<file path="config.mk">
export PLATFORM = sky130hd
export DESIGN_NAME = camera_pixel_to_argb32
export DESIGN_NICKNAME = d
export VERILOG_FILES = /design/src/cpa_pkg.sv /design/src/cpa_out_stage.sv /design/src/camera_pixel_to_argb32.sv
export SDC_FILE = /design/constraint.sdc
export NUM_CORES = 1
export LEC_CHECK = 0
export ABC_AREA = 0
export BUFFER_PORTS_ARGS = -buffer_cell sky130_fd_sc_hd__buf_2
export CORE_MARGIN = 3
export CORE_UTILIZATION = 60
export DETAILED_ROUTE_END_ITERATION = 10
export PLACE_DENSITY = 0.88
export SLEW_MARGIN = 20
export SYNTH_ARGS = -nofsm -noshare
export SYNTH_HDL_FRONTEND = slang
export SYNTH_HIERARCHICAL = 1
export SYNTH_SLANG_ARGS = --single-unit
</file>
<file path="constraint.sdc">
create_clock -name clk_i -period 7.64 [get_ports clk_i]
set_input_delay 0.382 -clock clk_i [delete_from_list [all_inputs] [get_ports clk_i]]
set_output_delay 0.382 -clock clk_i [all_outputs]
set_load 0.05 [all_outputs]
</file>
<file path="src/cpa_pkg.sv">
// ----------------------------------------------------------------------------
// cpa_pkg
// Shared types, constants and helpers for the camera pixel to ARGB32 converter.
// ----------------------------------------------------------------------------
package cpa_pkg;

  typedef enum logic [1:0] {
    FMT_RGB24  = 2'd0,
    FMT_YUYV   = 2'd1,
    FMT_RGB565 = 2'd2,
    FMT_RGB444 = 2'd3
  } fmt_e;

  localparam logic [7:0] ALPHA_OPAQUE = 8'hFF;

  // BT.601 coefficients, 8 fractional bits
  localparam logic signed [17:0] COEF_Y   = 18'sd298;
  localparam logic signed [17:0] COEF_RV  = 18'sd409;
  localparam logic signed [17:0] COEF_GU  = 18'sd100;
  localparam logic signed [17:0] COEF_GV  = 18'sd208;
  localparam logic signed [17:0] COEF_BU  = 18'sd516;
  localparam logic signed [17:0] Y_ROUND  = 18'sd128;
  localparam logic signed [9:0]  Y_OFFSET = 10'sd16;
  localparam logic signed [8:0]  UV_MID   = 9'sd128;

  // Pixel pair handed to the output stage
  typedef struct packed {
    logic [31:0] pix0;
    logic [31:0] pix1;
    logic        two;
    logic        flast;
  } pair_t;

  // Clamp a scaled channel sum to 0..255 after dropping 8 fraction bits
  function automatic logic [7:0] clamp8(input logic signed [19:0] s);
    logic [7:0] r;
    if (s[19]) begin
      r = 8'd0;
    end else if (|s[18:16]) begin
      r = 8'hFF;
    end else begin
      r = s[15:8];
    end
    return r;
  endfunction

endpackage

</file>
<file path="src/cpa_out_stage.sv">
// ----------------------------------------------------------------------------
// cpa_out_stage
// Output register that holds one pixel pair and sends it one pixel per beat.
// ----------------------------------------------------------------------------
module cpa_out_stage import cpa_pkg::*; (
  input  logic        clk_i,
  input  logic        rst_ni,
  input  logic        pair_valid_i,
  input  pair_t       pair_i,
  output logic        take_o,
  output logic        out_valid_o,
  input  logic        out_ready_i,
  output logic [31:0] argb_pixel_o,
  output logic        last_of_item_o,
  output logic        frame_end_o
);

  logic  valid_q;
  logic  sel_q;
  pair_t pair_q;
  logic  last_beat;

  assign last_beat = !pair_q.two || sel_q;
  // Free the register when empty or when its final pixel leaves
  assign take_o    = !valid_q || (out_ready_i && last_beat);

  always_ff @(posedge clk_i or negedge rst_ni) begin
    if (!rst_ni) begin
      valid_q <= 1'b0;
      sel_q   <= 1'b0;
    end else if (take_o) begin
      valid_q <= pair_valid_i;
      sel_q   <= 1'b0;
    end else if (out_ready_i) begin
      sel_q   <= 1'b1;
    end
  end

  always_ff @(posedge clk_i) begin
    if (take_o && pair_valid_i) begin
      pair_q <= pair_i;
    end
  end

  assign out_valid_o    = valid_q;
  assign argb_pixel_o   = sel_q ? pair_q.pix1 : pair_q.pix0;
  assign last_of_item_o = last_beat;
  assign frame_end_o    = last_beat && pair_q.flast;

endmodule

</file>
<file path="src/camera_pixel_to_argb32.sv">
// ----------------------------------------------------------------------------
// camera_pixel_to_argb32
// Converts camera source byte groups to opaque ARGB32 pixels.
// ----------------------------------------------------------------------------
// Usage:
//   Input channel (in_valid_i/in_ready_o) carries one source group per
//   transaction: four bytes and a frame-last flag. Output channel
//   (out_valid_o/out_ready_i) carries one ARGB32 pixel per transaction with
//   last_of_item_o on the final pixel of a group and frame_end_o on the
//   final pixel of a frame.
//   source_format_i is written when source_format_we_i is high; change it
//   only while no group is in flight.
//   The first pixel of a group is offered once the group has passed the
//   multiply stage, the add stage and the clamp/output register.
//   Throughput: RGB24, RGB565 and RGB444 take one group per cycle while
//   out_ready_i stays high; a YUYV group yields two pixels, so YUYV groups
//   are held back by the single-pixel output port.
//   Reset clears all valid bits and sets the format to RGB24.
//   When the receiver stalls, the pipeline stages hold their contents and
//   in_ready_o drops once every stage is full; nothing is lost or repeated.
// ----------------------------------------------------------------------------
module camera_pixel_to_argb32 import cpa_pkg::*; (
  input  logic        clk_i,
  input  logic        rst_ni,
  input  logic        source_format_we_i,
  input  logic [1:0]  source_format_i,
  input  logic        in_valid_i,
  output logic        in_ready_o,
  input  logic [7:0]  src_byte0_i,
  input  logic [7:0]  src_byte1_i,
  input  logic [7:0]  src_byte2_i,
  input  logic [7:0]  src_byte3_i,
  input  logic        frame_last_in_i,
  output logic        out_valid_o,
  input  logic        out_ready_i,
  output logic [31:0] argb_pixel_o,
  output logic        last_of_item_o,
  output logic        frame_end_o
);

  // Configuration register
  fmt_e fmt_q;

  always_ff @(posedge clk_i or negedge rst_ni) begin
    if (!rst_ni) begin
      fmt_q <= FMT_RGB24;
    end else if (source_format_we_i) begin
      fmt_q <= fmt_e'(source_format_i);
    end
  end

  // --------------------------------------------------------------------------
  // Stage 1: direct RGB unpacking and the BT.601 products
  // --------------------------------------------------------------------------
  logic              is_yuv_d;
  logic [23:0]       rgb_d;
  logic signed [9:0] y0m, y1m;
  logic signed [8:0] dm, em;
  logic signed [17:0] c0_d, c1_d, rv_d, guv_d, bu_d;

  assign is_yuv_d = (fmt_q == FMT_YUYV);

  always_comb begin
    case (fmt_q)
      FMT_RGB565: begin
        rgb_d = {src_byte1_i & 8'hF8,
                 src_byte1_i[2:0], src_byte0_i[7:5], 2'b00,
                 src_byte0_i[4:0], 3'b000};
      end
      FMT_RGB444: begin
        rgb_d = {src_byte1_i[3:0], 4'h0,
                 src_byte0_i[7:4], 4'h0,
                 src_byte0_i[3:0], 4'h0};
      end
      default: begin
        rgb_d = {src_byte0_i, src_byte1_i, src_byte2_i};
      end
    endcase
  end

  assign y0m   = $signed({2'b00, src_byte0_i}) - Y_OFFSET;
  assign y1m   = $signed({2'b00, src_byte2_i}) - Y_OFFSET;
  assign dm    = $signed({1'b0, src_byte1_i}) - UV_MID;
  assign em    = $signed({1'b0, src_byte3_i}) - UV_MID;
  assign c0_d  = 18'(y0m) * COEF_Y + Y_ROUND;
  assign c1_d  = 18'(y1m) * COEF_Y + Y_ROUND;
  assign rv_d  = 18'(em) * COEF_RV;
  assign guv_d = 18'(dm) * COEF_GU + 18'(em) * COEF_GV;
  assign bu_d  = 18'(dm) * COEF_BU;

  logic               s1_valid_q;
  logic               s1_yuv_q, s1_flast_q;
  logic [23:0]        s1_rgb_q;
  logic signed [17:0] s1_c0_q, s1_c1_q, s1_rv_q, s1_guv_q, s1_bu_q;

  // --------------------------------------------------------------------------
  // Stage 2: channel sums for both pixels
  // --------------------------------------------------------------------------
  logic               s2_valid_q;
  logic               s2_yuv_q, s2_flast_q;
  logic [23:0]        s2_rgb_q;
  logic signed [19:0] s2_r0_q, s2_g0_q, s2_b0_q, s2_r1_q, s2_g1_q, s2_b1_q;

  logic s1_en, s2_en, take;

  // Advance a stage when it is empty or the stage after it advances
  assign s2_en      = !s2_valid_q || take;
  assign s1_en      = !s1_valid_q || s2_en;
  assign in_ready_o = s1_en;

  always_ff @(posedge clk_i or negedge rst_ni) begin
    if (!rst_ni) begin
      s1_valid_q <= 1'b0;
      s2_valid_q <= 1'b0;
    end else begin
      if (s1_en) begin
        s1_valid_q <= in_valid_i;
      end
      if (s2_en) begin
        s2_valid_q <= s1_valid_q;
      end
    end
  end

  always_ff @(posedge clk_i) begin
    if (s1_en && in_valid_i) begin
      s1_yuv_q   <= is_yuv_d;
      s1_flast_q <= frame_last_in_i;
      s1_rgb_q   <= rgb_d;
      s1_c0_q    <= c0_d;
      s1_c1_q    <= c1_d;
      s1_rv_q    <= rv_d;
      s1_guv_q   <= guv_d;
      s1_bu_q    <= bu_d;
    end
    if (s2_en && s1_valid_q) begin
      s2_yuv_q   <= s1_yuv_q;
      s2_flast_q <= s1_flast_q;
      s2_rgb_q   <= s1_rgb_q;
      s2_r0_q    <= 20'(s1_c0_q) + 20'(s1_rv_q);
      s2_g0_q    <= 20'(s1_c0_q) - 20'(s1_guv_q);
      s2_b0_q    <= 20'(s1_c0_q) + 20'(s1_bu_q);
      s2_r1_q    <= 20'(s1_c1_q) + 20'(s1_rv_q);
      s2_g1_q    <= 20'(s1_c1_q) - 20'(s1_guv_q);
      s2_b1_q    <= 20'(s1_c1_q) + 20'(s1_bu_q);
    end
  end

  // --------------------------------------------------------------------------
  // Stage 3: clamp, pack and hand the pair to the output register
  // --------------------------------------------------------------------------
  pair_t pair;

  always_comb begin
    pair.two   = s2_yuv_q;
    pair.flast = s2_flast_q;
    pair.pix1  = {ALPHA_OPAQUE, clamp8(s2_r1_q), clamp8(s2_g1_q), clamp8(s2_b1_q)};
    if (s2_yuv_q) begin
      pair.pix0 = {ALPHA_OPAQUE, clamp8(s2_r0_q), clamp8(s2_g0_q), clamp8(s2_b0_q)};
    end else begin
      pair.pix0 = {ALPHA_OPAQUE, s2_rgb_q};
    end
  end

  cpa_out_stage u_out (
    .clk_i          (clk_i),
    .rst_ni         (rst_ni),
    .pair_valid_i   (s2_valid_q),
    .pair_i         (pair),
    .take_o         (take),
    .out_valid_o    (out_valid_o),
    .out_ready_i    (out_ready_i),
    .argb_pixel_o   (argb_pixel_o),
    .last_of_item_o (last_of_item_o),
    .frame_end_o    (frame_end_o)
  );

endmodule

</file>
; ---- After elaboration in Yosys (flattened, before gate mapping)
; Index checks and enable logic that the tools add are counted.
[word_totals]
ram_bits = 0
elab_cells = 84
reg_bits = 324
output_inout_bits = 36
mem_bits_ro = 0
latchBits = 0
inputBits = 40
memories = 0
[op_classes]
n_addsub = 13
n_eq_ne = 3
mux = 14
n_reduce_logical = 20
shifts = 0
n_lt_le_gt_ge = 0
n_mul = 6
div = 0
bitwise_logic = 0
[ops]
columns = operator, n
row1 = 18-bit by 18-bit adder with 19-bit output, 4
row2 = 8-bit 2-to-1 mux, 9
row3 = 24-bit case mux with 2 select lines, 1
row4 = 18-bit by 18-bit subtractor with 19-bit output, 2
row5 = 18-bit by 9-bit adder with 18-bit output (second input constant), 2
row6 = 9-bit by 9-bit multiplier with 17-bit output (second input constant), 2
row7 = 32-bit 2-to-1 mux, 1
row8 = 24-bit 2-to-1 mux, 1
row9 = 17-bit by 18-bit adder with 18-bit output, 1
row10 = 9-bit by 10-bit multiplier with 18-bit output (second input constant), 1
row11 = 3-bit OR reduction, 6
row12 = 8-bit by 5-bit subtractor with 9-bit output (second input constant), 2
row13 = 8-bit by 8-bit subtractor with 9-bit output (second input constant), 2
row14 = 9-bit by 9-bit multiplier with 16-bit output (second input constant), 1
row15 = 9-bit by 6-bit multiplier with 15-bit output (second input constant), 1
row16 = 9-bit by 5-bit multiplier with 14-bit output (second input constant), 1
row17 = 1-bit logical AND, 5
row18 = 2-bit == test (second input constant), 2
row19 = 1-bit logical NOT, 4
row20 = 1-bit logical OR, 4
row21 = 2-bit by 1-bit == test with 1-bit output (second input constant), 1
row22 = 1-bit 2-to-1 mux, 2
row23 = 2-bit nonzero test, 1

; ---- Logic depth before layout (Yosys ltp)
[depth]
word_depth = 7
depth_mapped = 21

; ---- Modules after synthesis
; The synthesis kept the hierarchy.
[by_module_without_submodules]
columns = mod, instances, cells_per_inst, area_per_inst_um2
row1 = camera_pixel_to_argb32, 1, 1551, 16631.0
row2 = cpa_out_stage, 1, 117, 2645.0

; ---- Least setup slack after synthesis
; No wires, ideal clock.
[synth_path]
path_kind = input -> register
start = in src_byte0_i[4]
end = reg s1_c0_q[17], data pin
arrival_time_ns = 4.825
n_path_buf = 0
path_slack_ns = 2.558
setup_time_ns = 0.258
stages = 17
path_cell_list = inv_1 > ha_1 > nor3b_2 > ha_1 > ha_1 > inv_1 > fa_1 > fa_1 > inv_1 > ha_1 > a21o_1 > a221oi_1 > xnor2_1 > nand3_1 > nor4_1 > nand3_1 > xnor2_1
[synth_between]
elab_chain_len = 3
[synth_lines]
columns = item, line_no
row1 = from (decl), camera_pixel_to_argb32.sv:29  ; input logic [7:0] src_byte0_i,
row2 = 8-bit by 5-bit subtractor with 9-bit output, camera_pixel_to_argb32.sv:81  ; assign y0m = $signed({2'b00, src_byte0_i}) - Y_OFFSET;
row3 = 9-bit by 9-bit multiplier with 17-bit output, camera_pixel_to_argb32.sv:85  ; assign c0_d = 18'(y0m) * COEF_Y + Y_ROUND;
row4 = 18-bit by 9-bit adder with 18-bit output, camera_pixel_to_argb32.sv:85
row5 = net c0_d[17], camera_pixel_to_argb32.sv:59  ; logic signed [17:0] c0_d, c1_d, rv_d, guv_d, bu_d;
row6 = to (signal assigned), camera_pixel_to_argb32.sv:130  ; s1_c0_q <= c0_d;
row7 = to (decl), camera_pixel_to_argb32.sv:94  ; logic signed [17:0] s1_c0_q, s1_c1_q, s1_rv_q, s1_guv_q, s1_bu_q;
; The timed path passes the listed nets, and every way through them passes these cells.
; A chain may end at the register's enable or synchronous reset.

; ---- Worst setup path in the final report
; Ends and elaborated chain as after synthesis.

==> impl_results.html <==
<table>
<tr><th>Metric</th><th>Value</th></tr>
<tr><th colspan="2">Worst setup path</th></tr>
<tr><td>Critical path peak fanout</td><td>11</td></tr>
<tr><td>Crit-path cells</td><td>buf_2 &gt; inv_1 &gt; ha_1 &gt; nor3b_2 &gt; ha_1 &gt; ha_1 &gt; inv_1 &gt; fa_1 &gt; fa_1 &gt; inv_1 &gt; ha_1 &gt; a21o_1 &gt; a221oi_1 &gt; xnor2_1 &gt; nand3_1 &gt; nor4_1 &gt; nand3_1 &gt; xnor2_1</td></tr>
<tr><td>Critical path required time</td><td>7.93 ns</td></tr>
<tr><td>Element type at the critical path start</td><td>input port</td></tr>
<tr><td>CP max stage delay</td><td>0.63 ns</td></tr>
<tr><td>CP most frequent cell</td><td>ha_1</td></tr>
<tr><td>Data arrival at the endpoint of the critical path</td><td>5.54 ns</td></tr>
<tr><td>Critical path endpoint category</td><td>register</td></tr>
<tr><td>Critical path class</td><td>input port to register</td></tr>
<tr><td>Cell with the largest stage delay on the worst path</td><td>nor3b_2</td></tr>
<tr><th colspan="2">Clock tree</th></tr>
<tr><td>Count of hold-fix buffers inserted at cts</td><td>1</td></tr>
<tr><td>Maximum count of clock buffers along a single path</td><td>3</td></tr>
<tr><td>Root buf cell</td><td>clkbuf_16</td></tr>
<tr><td>Clock tree from TritonCTS</td><td>built</td></tr>
<tr><td>Clock slew at the register clock pins of the worst setup and hold paths</td><td>0.07 ns</td></tr>
<tr><td>Number of H-tree levels</td><td>1</td></tr>
<tr><td>Number of sinks handled by clock tree synthesis</td><td>271</td></tr>
<tr><td>Total CTS buffers</td><td>27</td></tr>
<tr><td>Quantity of gates resized following cts</td><td>0</td></tr>
<tr><td>Clock Latency Late Sink</td><td>0.53 ns</td></tr>
<tr><td>Number of buffers inserted to repair setup after CTS</td><td>0</td></tr>
<tr><th colspan="2">Floorplan</th></tr>
<tr><td>Starting density of the core</td><td>0.609</td></tr>
<tr><td>Core Footprint</td><td>0.0316 sq mm</td></tr>
<tr><td>Ports placed on the boundary</td><td>76</td></tr>
<tr><td>Number of cell rows</td><td>65</td></tr>
<tr><td>Die H</td><td>185 um</td></tr>
<tr><td>Die width</td><td>185 um</td></tr>
<tr><td>Die Footprint</td><td>0.0343 sq mm</td></tr>
<tr><th colspan="2">Place</th></tr>
<tr><td>GP Congestion</td><td>0.986</td></tr>
<tr><td>Half-perimeter wire length of the detailed placement result</td><td>31,400 um</td></tr>
<tr><td>Quantity of I/O buffers inserted on ports</td><td>75</td></tr>
<tr><td>Post-Place Worst Slack</td><td>1.94 ns</td></tr>
<tr><th colspan="2">Yosys</th></tr>
<tr><td>Area share of the leading cell type in the synthesized netlist</td><td>0.413</td></tr>
<tr><td>Count of warnings emitted by yosys</td><td>6</td></tr>
<tr><td>Library cell with the highest instance count after synthesis</td><td>ha_1</td></tr>
<tr><td>Number of different library cells in the post-synthesis netlist</td><td>69</td></tr>
<tr><td>Share of flip-flops with an asynchronous set or reset</td><td>0.0221</td></tr>
<tr><td>EDFF count, synth</td><td>265</td></tr>
<tr><td>Synth area leader</td><td>edfxtp_1</td></tr>
<tr><td>Post-synthesis sequential area ratio</td><td>0.421</td></tr>
<tr><td>Most used DFF post-synth</td><td>edfxtp_1</td></tr>
<tr><td>Synth cell count leaders</td><td>ha_1 (305), edfxtp_1 (265), inv_1 (191)</td></tr>
<tr><td>Average cell area after synthesis</td><td>11.6 sq um</td></tr>
<tr><td>Most area-consuming cells after synthesis</td><td>edfxtp_1 (41%), ha_1 (20%), fa_1 (5.3%)</td></tr>
<tr><td>Mapped Cells</td><td>1,668</td></tr>
<tr><td>Total standard cell area after synthesis</td><td>0.0193 sq mm</td></tr>
<tr><td>Synth Register Bits</td><td>271</td></tr>
<tr><th colspan="2">Detailed routing</th></tr>
<tr><td>Count of vias placed by the detailed router</td><td>12.4k</td></tr>
<tr><td>First-iteration detailed-routing DRC count</td><td>793</td></tr>
<tr><td>Post-detailed-route DRC marker count</td><td>0</td></tr>
<tr><td>Avg Vias per Cell</td><td>5.68</td></tr>
<tr><td>Post-Route WL</td><td>39,600 um</td></tr>
<tr><td>First-pass detailed-route iteration total</td><td>5</td></tr>
<tr><td>Detail Route Antenna Nets</td><td>0</td></tr>
<tr><td>Average wire per cell in the routed design</td><td>18.1 um</td></tr>
<tr><th colspan="2">Layout</th></tr>
<tr><td>Fraction of layout instances using a drive strength above 1</td><td>0.116</td></tr>
<tr><td>Antenna Cells</td><td>0</td></tr>
<tr><td>Syn-to-layout area delta</td><td>8.94%</td></tr>
<tr><td>Final nets</td><td>2,160</td></tr>
<tr><th colspan="2">GRT</th></tr>
<tr><td>Global-route wire length before repair</td><td>62,400 um</td></tr>
<tr><td>Combined global-route utilization of all metal layers</td><td>0.231</td></tr>
<tr><td>GRT overflow</td><td>0</td></tr>
<tr><td>Number of global-route vias before repair</td><td>12.4k</td></tr>
<tr><td>Number of antenna violations at the first check in global routing</td><td>2</td></tr>
<tr><td>Pin count of the biggest net entering global routing</td><td>85</td></tr>
<tr><th colspan="2">Pwr</th></tr>
<tr><td>Pwr dens</td><td>388 mW/mm^2</td></tr>
<tr><td>Leak Pwr</td><td>9.43 nW</td></tr>
<tr><td>IR drop worst, VDD</td><td>0.211 mV</td></tr>
<tr><th colspan="2">Timing</th></tr>
<tr><td>Final critical delay including setup and external delays</td><td>5.26 ns</td></tr>
<tr><td>Final Hold Violating Endpoints</td><td>0</td></tr>
<tr><td>Max Transition Viols Final</td><td>0</td></tr>
<tr><td>Sum Neg Setup Slack</td><td>0 ns</td></tr>
<tr><td>Slew at the pin with the worst max-slew slack</td><td>1.04 ns</td></tr>
<tr><td>Fin Clk Skew</td><td>0.0184 ns</td></tr>
<tr><td>Maximum frequency from static timing analysis</td><td>0.190 GHz</td></tr>
<tr><td>Max_slew headroom</td><td>0.308</td></tr>
<tr><td>Final cycle utilization of the critical path</td><td>0.688</td></tr>
<tr><td>RSZ-0062 raised after global routing</td><td>false</td></tr>
<tr><td>Endpoints failing setup</td><td>0</td></tr>
<tr><td>Smallest setup slack after layout</td><td>2.38 ns</td></tr>
<tr><th colspan="2">Job</th></tr>
<tr><td>Max-cap viol count</td><td>0</td></tr>
<tr><th colspan="2">Worst hold path</th></tr>
<tr><td>Min-Delay Path Class</td><td>input port to register</td></tr>
<tr><th colspan="2">Run status</th></tr>
<tr><td>Status</td><td>completed</td></tr>
</table>
## logic make-up after synthesis
logic type,share of synthesized area
adder cells (fa/ha/maj),0.251
AND/OR/NAND/NOR,0.0871
flip-flops,0.421
AO/OA/AOI/OAI,0.0844
buffers and inverters,0.0458
XOR/XNOR,0.0630
multiplexers,0.0480
other,0.000195
## worst paths after layout
path,slack [ns],startpoint,endpoint,depth (start not counted)
max,2.38,src_byte0_i[4],s1_c0_q[17],18
min,0.02,frame_last_in_i,s1_flast_q,1
max reg2reg,4.34,u_out/sel_q,s1_rv_q[11],5
min reg2reg,0.42,s1_flast_q,s2_flast_q,0
max in group asynchronous,7.24,rst_ni,u_out/sel_q,2
min in group asynchronous,0.23,rst_ni,fmt_q[0],2
## registers in the layout (all words and copies together) (netlist names), 14 cells and up
| name | flops |
|---|---|
| s1_guv_q | 14 |
| s1_rgb_q | 24 |
| s1_c0_q | 17 |
| s2_rgb_q | 24 |
| s1_c1_q | 17 |
| s1_bu_q | 16 |
| u_out/pair_q | 66 |
| s1_rv_q | 17 |
## cell type report
cell class / count / area (sq um)
multi-input combinational: 1193 / 10400
sequential: 271 / 8110
timing repair buffer: 80 / 415
fill: 2275 / 10600
tap: 402 / 503
inverter: 191 / 717
clock inverter: 19 / 211
clock buffer: 29 / 683
## through the flow
stage               cell area, sq um  hold slack [ns]  utilization  std cells  power, mW
finish                         21000           0.0193        0.664       2185       8.15
global placement               20100            0.223        0.635       2136       6.58
global route                   21000          0.00372        0.664       2185       8.71
floorplan                      19300           0.0864            -       1683       5.82
detailed placement             20100            0.227        0.635       2136       6.77
CTS                            21000          0.00409        0.664       2185       8.15
## cell usage in the layout, fill, tap and decap left out, types with 34 or more instances in the layout
cell      Yosys  final
a21oi_1      97     97
edfxtp_1    265    265
nand2_1      34     34
inv_1       191    191
nor2_1      177    177
a21o_1       34     34
fa_1         51     51
xnor2_1      89     89
o21ai_0      34     34
buf_2         3     75
xor2_1       47     47
ha_1        305    305
## routing by layer
layer | wire [um] | track usage
met1 | 16500 | 0.290
met3 | 2280 | 0.0332
met2 | 19100 | 0.404
met5 | 33 | 0
met4 | 1730 | 0.0930
## worst max-delay path, delay by kind of cell
kind	cells	cell delay, ns
simple gates	4	1.50
fa+ha+maj	6	2.27
xor+xnor	2	0.37
buf+inv	4	0.39
compound gates	2	0.63
## where the power goes
part           switching, mW  internal, mW
registers              0.307          2.46
logic                   2.39          1.65
clock network          0.556         0.784
(Power assumes the default switching activity.)
